==> config.mk <==
export PLATFORM = sky130hd
export DESIGN_NAME = bfa_ram
export DESIGN_NICKNAME = d
export VERILOG_FILES = /design/src/design/bfa_ram.sv
export SDC_FILE = /design/constraint.sdc
export NUM_CORES = 2
export LEC_CHECK = 0
export BUFFER_PORTS_ARGS = -buffer_cell sky130_fd_sc_hd__buf_2
export CORE_ASPECT_RATIO = 0.6
export CORE_MARGIN = 5
export CORE_UTILIZATION = 35
export CTS_CLUSTER_DIAMETER = 200
export DETAILED_ROUTE_END_ITERATION = 8
export SETUP_SLACK_MARGIN = 0.02
export SYNTH_ARGS = -nofsm -noshare
export SYNTH_HDL_FRONTEND = slang
export SYNTH_SLANG_ARGS = --single-unit
==> constraint.sdc <==
create_clock -name aclk -period 5.3 [get_ports aclk]
set_input_delay 1.06 -clock aclk [delete_from_list [all_inputs] [get_ports aclk]]
set_output_delay 1.06 -clock aclk [all_outputs]
set_load 0.01 [all_outputs]
==> src/design/bfa_ram.sv <==
module bfa_ram #(
    parameter int WIDTH = 33,
    parameter int DEPTH = 65
) (
    input  logic                     aclk,
    input  logic                     we,
    input  logic [$clog2(DEPTH)-1:0] waddr,
    input  logic [WIDTH-1:0]         wdata,
    input  logic [$clog2(DEPTH)-1:0] raddr,
    output logic [WIDTH-1:0]         rdata
);

    logic [WIDTH-1:0] mem [DEPTH];

    // Write port and registered read port.
    always_ff @(posedge aclk) begin
        if (we) begin
            mem[waddr] <= wdata;
        end
        rdata <= mem[raddr];
    end

endmodule

; ---- Word-level counts from Yosys, hierarchy flattened
; Memory sizes are Yosys's and may differ from the RTL's. A register that Yosys moved wholly into a read port is not among the register bits.
; Index checks and enable logic that the tools add are counted.
[classes]
muxes = 2
[op_table]
columns = cell, n
row1 = $mux 1, 2
[word_totals]
wordCells = 3
out_inout_bits = 33
n_memories = 1
mem_bits_rw = 2145
reg_bits = 0
[mem_list]
columns = name, words, width, read_ports, rd_ports_with_merged_regs, write_ports, line
row1 = mem, 65, 33, 1, 1, 1, 13  ; logic [WIDTH-1:0] mem [DEPTH];

; ---- Depth between registers and ports, before layout
[depth]
ltp_word = 2
ltp_mapped = 10
depth_no_buf = 6

; ---- Worst setup path before layout
; Ideal clock, no wire load.
[synth_path]
path_type = input -> register
startpoint = input we
endpoint = memory mem[18][0], enable pin
setup_slack_ns = 0.919
arrival_ns = 3.917
setup_ns = 0.464
path_stages = 3
required_time_ns = 4.836
cell_sequence = clkbuf_1 nand3_1 nor3_1
[synth_between]
elab_chain_cells = 2
[synth_lines]
columns = element, line
row1 = start: declaration, 6  ; input logic we,
row2 = $mux 1, 17  ; if (we) begin
row3 = $mux 1 (not written as such), 18  ; mem[waddr] <= wdata;
row4 = end: declaration, 13
; Every way passes these cells.

==> results.sh <==
export IMPL_status="complete, no violations"
export IMPL_synth_top_family_by_area="multiplexers"
export IMPL_synth_most_common_cell="edfxtp_1"
export IMPL_crit_arrival_ns=4.30
export IMPL_tns_ns=0
export IMPL_hold_viol_final=0
export IMPL_r2r_end="rdata[18]$_DFF_P_"
export IMPL_htreeDepth=4
export IMPL_setup_viol=0
export IMPL_cp_endpoint="rdata[18]$_DFF_P_"
export IMPL_crit_slowest_cell="a2111oi_0"
export IMPL_p_leak_nw=29.8
export IMPL_synth_cells=3987
export IMPL_synth_edff_count=2145
export IMPL_fmax_ghz=0.277
export IMPL_cts_buffers=189
export IMPL_yosysUniqueCellTypes=39
export IMPL_synth_compound_area_frac=0.0436
export IMPL_post_cts_resize_count=0
export IMPL_critPathMaxStageDelay_ns=0.74
export IMPL_core_area_sq_mm=0.236
export IMPL_synth_top_area_share=0.773
export IMPL_required_ns=5.98
export IMPL_synth_fp_nets=4036
export IMPL_postCtsSetupBuffers=0
export IMPL_ys_seq_area_frac=0.781
export IMPL_worstSetupStartpointType="input pin"
export IMPL_avgRoutedWirePerCell_um=29.3
export IMPL_min_path_type="register to register"
export IMPL_synth_fa_ha_area_frac=0
export IMPL_overflow=0
export IMPL_grtUsageTotal=0.174
export IMPL_grt_start_max_net_pins=95
export IMPL_r2r_start="mem[19][18]$_DFFE_PP_"
export IMPL_path_cells="buf_8 > nand4bb_2 > buf_4 > o221ai_1 > a2111oi_0 > a31oi_1 > or3_1"
export IMPL_yosysWarnings=0
export IMPL_cellPowerDensity_mw_per_mm2=360
export IMPL_whs_ns=0.665
export IMPL_portBuffers=81
export IMPL_cts_buffer_depth=4
export IMPL_antenna_found_initial=25
export IMPL_synth_seq_cells=2178
export IMPL_avgSynthCellArea_sq_um=20.9
export IMPL_startpoint="raddr[0]"
export IMPL_irDropWorstVdd_mv=0.284
export IMPL_grt_pass1_vias=40800
export IMPL_drtAntennaViolNets=0
export IMPL_grt_pass1_wl_um=313000
export IMPL_num_vias=41300
export IMPL_die_h_um=388
export IMPL_gp_congestion=0.791
export IMPL_dieArea_sq_mm=0.248
export IMPL_avgViaCountPerCell=5.50
export IMPL_post_route_min_period_ns=3.62
export IMPL_synthFlopType="edfxtp_1"
export IMPL_clkTransAtPathRegs_ns=0.06
export IMPL_first_iter_violations=4800
export IMPL_synth_xor_area_share=0
export IMPL_ff2ff_setup_slack_ns=2.80
export IMPL_yosys_top_cells_count="edfxtp_1 (2,145), mux2i_1 (396), mux4_2 (330)"
export IMPL_async_reset_ff_frac=0
export IMPL_synthToLayoutAreaGrowth_pct=13.7
export IMPL_ios=82
export IMPL_die_w_um=640
export IMPL_synth_area_leaders="edfxtp_1 (77%), mux4_2 (8.9%), mux2i_1 (4.8%)"
export IMPL_totalWireLength_um=220000
export IMPL_slew_viol_final=0
export IMPL_drv_cap=0
export IMPL_synthesis_area_sq_mm=0.0834
export IMPL_insertion_delay_ns=0.82
export IMPL_relSlewSlack=0.127
export IMPL_drc=0
export IMPL_timing_final_crit_share=0.682
export IMPL_skew_ns=0.0333
export IMPL_worst_pin_slew_ns=1.31
export IMPL_rsz0062_at_grt="false"
export IMPL_yosys_area_share_simple=0.0199
export IMPL_ff2ff_path_depth=6
export IMPL_synthMuxAreaShare=0.141
export IMPL_synth_top_cell_by_area="edfxtp_1"
export IMPL_cts_sinks=2178
export IMPL_crit_type="input pin to register"
export IMPL_nNetsFinal=4261
export IMPL_hpwl_um=132000
export IMPL_num_rows=138
export IMPL_cts_root_buf="clkbuf_16"
export IMPL_drtPass1Iterations=5
export IMPL_final_layout_size_suffix_gt1_frac=0.222
export IMPL_endpoint_kind="register"
export IMPL_cts_tree="yes"
export IMPL_cts_hold_buf=0
export IMPL_start_util=0.353
export IMPL_worstPathMaxFanout=45
## per-layer routing
metal  wire [um]  GRT usage  part of all wire  vias to the layer above
met5          81          0           0.00037                        -
met4        3500     0.0307             0.016                       12
met3       21200     0.0444             0.096                      254
met2       93400      0.243              0.42                     1827
met1      102000      0.274              0.46                    22100
li1            -          -                 -                    17100
## sequential cells by signal, summed over array words and instances, names as in the netlist
name / count
mem: 2145
rdata: 33
## worst min path at each step
stage / from / endpoint / slack, ns / cells after the start
6_report: mem[64][0]$_DFFE_PP_ / rdata[0]$_DFF_P_ / 0.67 / 3
5_1_grt: mem[64][6]$_DFFE_PP_ / rdata[6]$_DFF_P_ / 0.72 / 3
4_1_cts: mem[64][6]$_DFFE_PP_ / rdata[6]$_DFF_P_ / 0.67 / 3
3_5_place_dp: mem[64][32]$_DFFE_PP_ / rdata[32]$_DFF_P_ / 0.65 / 3
3_3_place_gp: mem[64][32]$_DFFE_PP_ / rdata[32]$_DFF_P_ / 0.64 / 3
2_1_floorplan: mem[64][0]$_DFFE_PP_ / rdata[0]$_DFF_P_ / 0.60 / 3
## where the power goes
| part | internal, W | switching (W) |
|---|---|---|
| logic | 0.000560 | 0.00108 |
| registers | 0.0190 | 0.0000591 |
| clock network | 0.00732 | 0.00613 |
| total | 0.0269 | 0.00726 |
## cell families (layout without fill, tap and decap cells)
| family | after synthesis | count (layout) |
|---|---|---|
| AOI/OAI and AO/OA | 495 | 495 |
| buffers and inverters | 241 | 612 |
| DFF | 2178 | 2178 |
| muxes | 759 | 759 |
| other | 0 | 9 |
| and+or+nand+nor | 314 | 314 |
## stage by stage
step                      worst slack, ns  power [W]  utilization  instance area [sq um]  std cells
final                                1.68     0.0341        0.401                  94800       7517
after global routing                 1.63     0.0352        0.401                  94800       7510
after CTS                            1.65     0.0344        0.401                  94800       7508
after detailed placement            0.785     0.0211        0.376                  89000       7171
after global placement              0.802     0.0211        0.376                  89000       7171
after floorplan                     0.919     0.0203            -                  83400       3987
## critical path: cells and delay by family
kind / cells / cell delay [ns]
buffers and inverters: 2 / 0.73
AOI/OAI and AO/OA: 3 / 1.34
and+or+nand+nor: 2 / 0.99
## cell usage in the layout (no fill, tap or decap), types with 33 or more instances in the layout
master	n
a211oi_1	198
o21ai_0	66
nor2_1	37
buf_4	156
buf_12	38
mux2_2	33
a21oi_1	33
clkbuf_1	49
clkbuf_16	194
or3_1	34
a221oi_1	33
clkinv_1	34
a31oi_1	33
o221ai_1	65
o22a_1	33
clkinv_2	37
buf_2	77
mux2i_1	396
edfxtp_1	2145
nand2_1	41
nor2_4	57
mux4_2	330
dfxtp_1	33
nor2b_1	105
## final cells by class
type	count	area, sq um
Multi-Input combinational cell	1568	17600
Clock buffer	248	5110
Clock inverter	89	711
Sequential cell	2178	65100
Antenna cell	9	22.5
Tap cell	3150	3940
Fill cell	20700	142000
Timing Repair Buffer	275	2370
Note: power is estimated with default switching activity, not from simulation.
